[config.mk]
export PLATFORM = sky130hd
export DESIGN_NAME = calendar_to_unix_epoch
export DESIGN_NICKNAME = d
export VERILOG_FILES = /design/src/hdl/c2ue_pkg.sv /design/src/hdl/c2ue_check.sv /design/src/hdl/c2ue_days.sv /design/src/hdl/c2ue_secs.sv /design/src/hdl/calendar_to_unix_epoch.sv
export VERILOG_INCLUDE_DIRS = /design/src /design/src/hdl
export SDC_FILE = /design/constraint.sdc
export NUM_CORES = 1
export LEC_CHECK = 0
export BUFFER_PORTS_ARGS = -buffer_cell sky130_fd_sc_hd__buf_4
export CAP_MARGIN = 20
export CELL_PAD_IN_SITES_DETAIL_PLACEMENT = 0
export CELL_PAD_IN_SITES_GLOBAL_PLACEMENT = 1
export CORE_ASPECT_RATIO = 0.7
export CORE_MARGIN = 4
export CORE_UTILIZATION = 54
export CTS_CLUSTER_SIZE = 28
export DETAILED_ROUTE_END_ITERATION = 8
export HOLD_SLACK_MARGIN = 0.08
export PLACE_DENSITY_LB_ADDON = 0.1
export SLEW_MARGIN = 20
export SYNTH_ARGS = -nofsm -noshare
export SYNTH_HDL_FRONTEND = slang
export SYNTH_SLANG_ARGS = --single-unit
[constraint.sdc]
create_clock -name aclk -period 17.3 [get_ports aclk]
set_input_delay 1.73 -clock aclk [delete_from_list [all_inputs] [get_ports aclk]]
set_output_delay 1.73 -clock aclk [all_outputs]
set_load 0.01 [all_outputs]
[src/hdl/calendar_to_unix_epoch_defines.svh]
// Assertion macros shared by the calendar to epoch converter.
// Depends on a clock named aclk and an active-low reset named aresetn in scope.
`ifndef CALENDAR_TO_UNIX_EPOCH_DEFINES_SVH
`define CALENDAR_TO_UNIX_EPOCH_DEFINES_SVH

// Consequent must hold in the same cycle as the antecedent.
`define C2UE_ASSERT_NOW(label, ante, cons) \
    label: assert property (@(posedge aclk) disable iff (!aresetn) (ante) |-> (cons)) \
        else $error("calendar_to_unix_epoch: check failed");

// Consequent must hold in the cycle after the antecedent.
`define C2UE_ASSERT_NEXT(label, ante, cons) \
    label: assert property (@(posedge aclk) disable iff (!aresetn) (ante) |=> (cons)) \
        else $error("calendar_to_unix_epoch: check failed");

`endif

[src/hdl/c2ue_pkg.sv]
// Types, constants and month tables for the calendar to epoch converter.
// Used by every module of the block; depends on nothing.
package c2ue_pkg;

    localparam logic [13:0] YearFirst   = 14'd1970;
    localparam logic [13:0] YearLast    = 14'd2099;
    localparam logic [3:0]  MonthFeb    = 4'd2;
    localparam logic [15:0] DaysPerYear = 16'd365;
    localparam logic [16:0] SecsPerHour = 17'd3600;
    localparam logic [16:0] SecsPerMin  = 17'd60;
    localparam logic [32:0] SecsPerDay  = 33'd86400;

    typedef struct packed {
        logic [13:0] year;
        logic [6:0]  month;
        logic [6:0]  day_of_month;
        logic [6:0]  hour;
        logic [6:0]  minute;
        logic [6:0]  second;
    } date_t;

    typedef struct packed {
        logic        ok;
        logic        leap;
        logic [3:0]  month;
        logic [4:0]  day;
        logic [15:0] days_year;
        logic [16:0] tod_secs;
    } stage1_t;

    typedef struct packed {
        logic        ok;
        logic [15:0] days;
        logic [16:0] tod_secs;
    } stage2_t;

    typedef struct packed {
        logic        epoch_valid;
        logic [31:0] epoch_seconds;
    } result_t;

    function automatic logic [4:0] month_len(input logic [3:0] idx);
        logic [4:0] len;
        case (idx)
            4'd1:                           len = 5'd28;
            4'd3, 4'd5, 4'd8, 4'd10:        len = 5'd30;
            default:                        len = 5'd31;
        endcase
        return len;
    endfunction

    function automatic logic [8:0] days_before(input logic [3:0] idx);
        logic [8:0] d;
        case (idx)
            4'd0:    d = 9'd0;
            4'd1:    d = 9'd31;
            4'd2:    d = 9'd59;
            4'd3:    d = 9'd90;
            4'd4:    d = 9'd120;
            4'd5:    d = 9'd151;
            4'd6:    d = 9'd181;
            4'd7:    d = 9'd212;
            4'd8:    d = 9'd243;
            4'd9:    d = 9'd273;
            4'd10:   d = 9'd304;
            4'd11:   d = 9'd334;
            default: d = 9'd0;
        endcase
        return d;
    endfunction

endpackage

[src/hdl/c2ue_check.sv]
// First pipeline stage: field range checks, whole-year day count, time of day.
// Depends on c2ue_pkg.
module c2ue_check (
    input  logic              aclk,
    input  logic              aresetn,
    input  logic              in_valid,
    output logic              in_ready,
    input  c2ue_pkg::date_t   in_date,
    output logic              out_valid,
    input  logic              out_ready,
    output c2ue_pkg::stage1_t out_data
);

    logic              valid_reg;
    c2ue_pkg::stage1_t data_reg;
    c2ue_pkg::stage1_t data_next;
    logic [13:0]       yoff_full;
    logic [7:0]        yoff;
    logic [7:0]        leap_sum;

    assign in_ready  = !valid_reg || out_ready;
    assign out_valid = valid_reg;
    assign out_data  = data_reg;

    always_comb begin
        yoff_full = in_date.year - c2ue_pkg::YearFirst;
        yoff      = yoff_full[7:0];
        leap_sum  = yoff + 8'd1;
        data_next.ok = (in_date.year >= c2ue_pkg::YearFirst)
                    && (in_date.year <= c2ue_pkg::YearLast)
                    && (in_date.month >= 7'd1) && (in_date.month <= 7'd12)
                    && (in_date.day_of_month >= 7'd1) && (in_date.day_of_month <= 7'd31)
                    && (in_date.hour <= 7'd23) && (in_date.minute <= 7'd59)
                    && (in_date.second <= 7'd59);
        data_next.leap      = (in_date.year[1:0] == 2'b00);
        data_next.month     = in_date.month[3:0];
        data_next.day       = in_date.day_of_month[4:0];
        data_next.days_year = {8'h00, yoff} * c2ue_pkg::DaysPerYear
                            + {10'h000, leap_sum[7:2]};
        data_next.tod_secs  = {10'h000, in_date.hour} * c2ue_pkg::SecsPerHour
                            + {10'h000, in_date.minute} * c2ue_pkg::SecsPerMin
                            + {10'h000, in_date.second};
    end

    always_ff @(posedge aclk) begin
        if (!aresetn) begin
            valid_reg <= 1'b0;
        end else if (in_ready) begin
            valid_reg <= in_valid;
        end
    end

    always_ff @(posedge aclk) begin
        if (in_ready && in_valid) begin
            data_reg <= data_next;
        end
    end

endmodule

[src/hdl/c2ue_days.sv]
// Second pipeline stage: month-length check and day count since the epoch.
// Depends on c2ue_pkg for the month tables.
module c2ue_days (
    input  logic              aclk,
    input  logic              aresetn,
    input  logic              in_valid,
    output logic              in_ready,
    input  c2ue_pkg::stage1_t in_data,
    output logic              out_valid,
    input  logic              out_ready,
    output c2ue_pkg::stage2_t out_data
);

    logic              valid_reg;
    c2ue_pkg::stage2_t data_reg;
    c2ue_pkg::stage2_t data_next;
    logic [3:0]        idx;
    logic [4:0]        max_day;
    logic              leap_add;

    assign in_ready  = !valid_reg || out_ready;
    assign out_valid = valid_reg;
    assign out_data  = data_reg;

    always_comb begin
        idx      = in_data.month - 4'd1;
        max_day  = (in_data.month == c2ue_pkg::MonthFeb && in_data.leap) ? 5'd29
                                                                         : c2ue_pkg::month_len(idx);
        leap_add = (in_data.month > c2ue_pkg::MonthFeb) && in_data.leap;
        data_next.ok       = in_data.ok && (in_data.day <= max_day);
        data_next.days     = in_data.days_year + {7'h00, c2ue_pkg::days_before(idx)}
                           + {15'h0000, leap_add} + {11'h000, in_data.day} - 16'd1;
        data_next.tod_secs = in_data.tod_secs;
    end

    always_ff @(posedge aclk) begin
        if (!aresetn) begin
            valid_reg <= 1'b0;
        end else if (in_ready) begin
            valid_reg <= in_valid;
        end
    end

    always_ff @(posedge aclk) begin
        if (in_ready && in_valid) begin
            data_reg <= data_next;
        end
    end

endmodule

[src/hdl/c2ue_secs.sv]
// Third and fourth pipeline stages: days times seconds per day, then the final
// sum and the output register. Depends on c2ue_pkg.
module c2ue_secs (
    input  logic              aclk,
    input  logic              aresetn,
    input  logic              in_valid,
    output logic              in_ready,
    input  c2ue_pkg::stage2_t in_data,
    output logic              out_valid,
    input  logic              out_ready,
    output c2ue_pkg::result_t out_data
);

    logic              mul_valid_reg;
    logic              mul_ok_reg;
    logic [31:0]       day_secs_reg;
    logic [16:0]       tod_reg;
    logic [32:0]       product;
    logic              mul_ready;
    logic              res_valid_reg;
    c2ue_pkg::result_t res_reg;
    c2ue_pkg::result_t res_next;
    logic [31:0]       sum;

    assign mul_ready = !res_valid_reg || out_ready;
    assign in_ready  = !mul_valid_reg || mul_ready;
    assign out_valid = res_valid_reg;
    assign out_data  = res_reg;

    assign product = {17'h00000, in_data.days} * c2ue_pkg::SecsPerDay;

    always_comb begin
        sum = day_secs_reg + {15'h0000, tod_reg};
        res_next.epoch_valid   = mul_ok_reg;
        res_next.epoch_seconds = mul_ok_reg ? sum : 32'h0000_0000;
    end

    always_ff @(posedge aclk) begin
        if (!aresetn) begin
            mul_valid_reg <= 1'b0;
            res_valid_reg <= 1'b0;
        end else begin
            if (in_ready) begin
                mul_valid_reg <= in_valid;
            end
            if (mul_ready) begin
                res_valid_reg <= mul_valid_reg;
            end
        end
    end

    always_ff @(posedge aclk) begin
        if (in_ready && in_valid) begin
            mul_ok_reg   <= in_data.ok;
            day_secs_reg <= product[31:0];
            tod_reg      <= in_data.tod_secs;
        end
        if (mul_ready && mul_valid_reg) begin
            res_reg <= res_next;
        end
    end

endmodule

[src/hdl/calendar_to_unix_epoch.sv]
// Calendar date and time to Unix epoch seconds, top level.
// Depends on c2ue_pkg, c2ue_check, c2ue_days, c2ue_secs and the defines header.
//
// Each beat on the s_ channel carries one date and time; each beat on the m_
// channel carries one result, in the same order, one result per input beat.
// A date from 1970 to 2099 with all fields in range gives the seconds since
// 1970-01-01 00:00:00 with m_tuser high; any other input gives zero seconds
// with m_tuser low.
// The block is a four-stage pipeline: range checks and year days, month days,
// the multiply by seconds per day, then the final sum in the output register.
// A beat passes through the check, days, multiply and output registers in turn,
// and m_tvalid rises once its result sits in the output register.
// Throughput is one beat per cycle while the receiver keeps m_tready high.
// When the receiver stalls, each stage still fills if its successor is empty;
// s_tready drops only once all four stages hold a beat.
// A synchronous low on aresetn empties the pipeline; no result is lost or
// repeated across a stall.
`include "calendar_to_unix_epoch_defines.svh"

module calendar_to_unix_epoch (
    input  logic        aclk,
    input  logic        aresetn,
    input  logic        s_tvalid,
    output logic        s_tready,
    // year[13:0], month[20:14], day_of_month[27:21], hour[34:28],
    // minute[41:35], second[48:42], zero fill [55:49]
    input  logic [55:0] s_tdata,
    output logic        m_tvalid,
    input  logic        m_tready,
    // epoch_seconds[31:0]
    output logic [31:0] m_tdata,
    // valid_res[0]
    output logic        m_tuser
);

    c2ue_pkg::date_t   date;
    c2ue_pkg::stage1_t st1;
    c2ue_pkg::stage2_t st2;
    c2ue_pkg::result_t res;
    logic              v1;
    logic              v2;
    logic              r1;
    logic              r2;

    assign date.year         = s_tdata[13:0];
    assign date.month        = s_tdata[20:14];
    assign date.day_of_month = s_tdata[27:21];
    assign date.hour         = s_tdata[34:28];
    assign date.minute       = s_tdata[41:35];
    assign date.second       = s_tdata[48:42];

    c2ue_check u_check (
        .aclk      (aclk),
        .aresetn   (aresetn),
        .in_valid  (s_tvalid),
        .in_ready  (s_tready),
        .in_date   (date),
        .out_valid (v1),
        .out_ready (r1),
        .out_data  (st1)
    );

    c2ue_days u_days (
        .aclk      (aclk),
        .aresetn   (aresetn),
        .in_valid  (v1),
        .in_ready  (r1),
        .in_data   (st1),
        .out_valid (v2),
        .out_ready (r2),
        .out_data  (st2)
    );

    c2ue_secs u_secs (
        .aclk      (aclk),
        .aresetn   (aresetn),
        .in_valid  (v2),
        .in_ready  (r2),
        .in_data   (st2),
        .out_valid (m_tvalid),
        .out_ready (m_tready),
        .out_data  (res)
    );

    assign m_tdata = res.epoch_seconds;
    assign m_tuser = res.epoch_valid;

    `C2UE_ASSERT_NOW(a_invalid_is_zero, m_tvalid && !m_tuser, m_tdata == 32'h0000_0000)
    `C2UE_ASSERT_NOW(a_epoch_in_range, m_tvalid && m_tuser, m_tdata <= 32'd4102444799)
    `C2UE_ASSERT_NOW(a_full_when_blocked, !s_tready, v1 && v2 && m_tvalid && !m_tready)

endmodule

==> qor.csv <==
metric,value,unit
hold_buffers,0,
hold_class,reg -> reg,
chipHeight,143,um
largest_reg_flops,44,
hold_viol,0,
initial_core_util,55.8,%
arrival,7.28,ns
vias_per_cell,5.09,
cts_sinks,158,
clock.fmax,0.141,GHz
grt_max_degree,45,
htreeDepth,4,
numCtsBuffers,17,
fin_tns_setup,0,ns
vias,8879,
gr-total-overflow,0,
ys_warn_count,0,
synthXorXnorAreaFrac,5.96,%
cts_setup_buffers,0,
antenna_cells,0,
drt_iter0_markers,439,
dp_cells,1712,
period_needed,7.11,ns
drtAntennaViolNets,0,
utilization,62.4,%
ys.flop_type,edfxtp_1,
grt_pass1_vias,8823,
r2r_cells,17,
ys_ff_latch,158,
reg2reg_setup_slack,12.22,ns
maxSlewHeadroom,33.5,%
cts_tree,done,
grt_pass1_wl,42400,um
min_delay_path_depth,0,
status,"finished, final reports clean",
portBuffers,87,
routabilityCongestion,0.832,
grt.total_usage,18.1,%
synth-edff-count,154,
rsz0062_at_grt,false,
antenna_found_initial,0,
clk_latency,0.43,ns
synthTopCellsByArea,"edfxtp_1 (33%), ha_1 (22%), fa_1 (12%)",
fin_skew,0.0118,ns
synthArstFlopShare,0,%
yosysTopAreaCellShare,33.1,%
fin_nets,1794,
die_x,200,um
start_kind,input port,
r2r-start,u_check.out_data[38],
synthSimpleGateAreaFrac,7.62,%
whs_endpoint,u_secs.tod_reg[6],
synthToLayoutAreaGrowth,11.9,%
rows,48,
slew_viol_final,0,
syn_inst,1307,
worstSetupEndpointType,register,
worstMarginPinSlew,0.997,ns
worst_ep_required_time,17.47,ns
synth_adder_area_share,33.7,%
post_synth.cell_area_avg,10.7,um^2
cts_resized,0,
min_period_over_period,41.1,%
reg2reg_to,u_days.out_data[29],
synth-seq-area-share,33.7,%
synthesis.nets,1695,
synthTopCellsByCount,"inv_1 (277), ha_1 (247), edfxtp_1 (154), fa_1 (81), xnor2_1 (75)",
hold_start,u_days.out_data[6],
synth_top_family_by_area,adder cells,
syn_area,14000,um^2
synth_mux_area_share,0.0717,%
path_max_fanout,8,
synth_compound_area_share,11.2,%
clockBufferDepth,2,
route.detailed.drc,0,
wl_per_cell,14.2,um
hpwl,20500,um
first_pass_iters,5,
drive_gt1_share,9.65,%
routed_wl,24700,um
finalSetupViolations,0,
core,25000,um^2
synth_top_area_cell,edfxtp_1,
cts.clk_slew.worst_paths,0.07,ns
io_pins,95,
synth.most_common_cell,inv_1,
ys_types,60,
dieArea,28500,um^2
cts-root-buf,clkbuf_16,
crit_type,in -> reg,
cap_viol_max_count,0,
stdcell_count,1744,
## placed cells by master (no fill, tap or decap), types with 22 or more instances in the layout
master,instances
buf_4,90
fa_1,81
nand2_1,37
nor2_1,52
a21o_1,25
o21ai_0,29
a21oi_1,61
xnor2_1,75
inv_1,277
o21a_1,22
edfxtp_1,154
ha_1,247
## through the flow
| stage | hold slack [ns] | area, um^2 | setup WS (ns) |
|---|---|---|---|
| finish | 0.416 | 15600 | 10.19 |
| global route | 0.423 | 15600 | 9.76 |
| CTS | 0.418 | 15600 | 10.19 |
| detailed placement | 0.405 | 15000 | 9.75 |
| global placement | 0.402 | 15000 | 9.78 |
| floorplan | 0.400 | 14000 | 10.51 |
## kinds of logic after synthesis
group | after synthesis
flip-flops | 158
AO/OA/AOI/OAI | 228
multiplexers | 1
AND/OR/NAND/NOR | 210
XOR/XNOR | 95
adder cells (fa/ha/maj) | 328
buffers and inverters | 287
## how the worst max path moves through the flow
| stage | start | endpoint | slack (ns) | cells past startpoint |
|---|---|---|---|---|
| after floorplan | s_tdata[1] | u_check.out_data[32] | 10.51 | 21 |
| after global placement | s_tdata[1] | u_check.out_data[32] | 9.78 | 22 |
| after detailed placement | s_tdata[1] | u_check.out_data[32] | 9.75 | 22 |
| after CTS | s_tdata[1] | u_check.out_data[32] | 10.19 | 22 |
| after global routing | s_tdata[1] | u_check.out_data[32] | 9.76 | 22 |
| final | s_tdata[1] | u_check.out_data[32] | 10.19 | 22 |
## worst max-delay path, cell delays in order
cell and delay (ns):
buf_4 0.13, inv_1 0.23, ha_1 0.24, xor2_1 0.54
ha_1 0.32, nand3_1 0.10, xor2_1 0.20, fa_1 0.45
ha_1 0.30, ha_1 0.27, inv_1 0.05, fa_1 0.53
inv_1 0.04, ha_1 0.22, fa_1 0.41, a21o_1 0.20
a21oi_1 0.22, o21bai_1 0.12, a2111o_1 0.44, a31o_2 0.24
a21oi_1 0.16, xnor2_1 0.11
## final cells by class
cell class | instances | area, um^2
flip-flops and latches | 158 | 4700
well taps | 325 | 407
clock buffers | 18 | 429
fillers | 2049 | 9420
multi-input cells | 862 | 8210
repair buffers | 90 | 676
clock inverters | 14 | 164
inverters | 277 | 1040
## metal layers
layer	GRT usage, %	wire length [um]	vias up
met3	3.74	678	23
met4	3.84	266	0
met1	26.9	13200	4043
met5	0	0	-
met2	27.7	10600	128
li1	-	-	4685
Power is not shown: default switching activity piles up to over one toggle a cycle in this logic, so the estimate is an artifact.
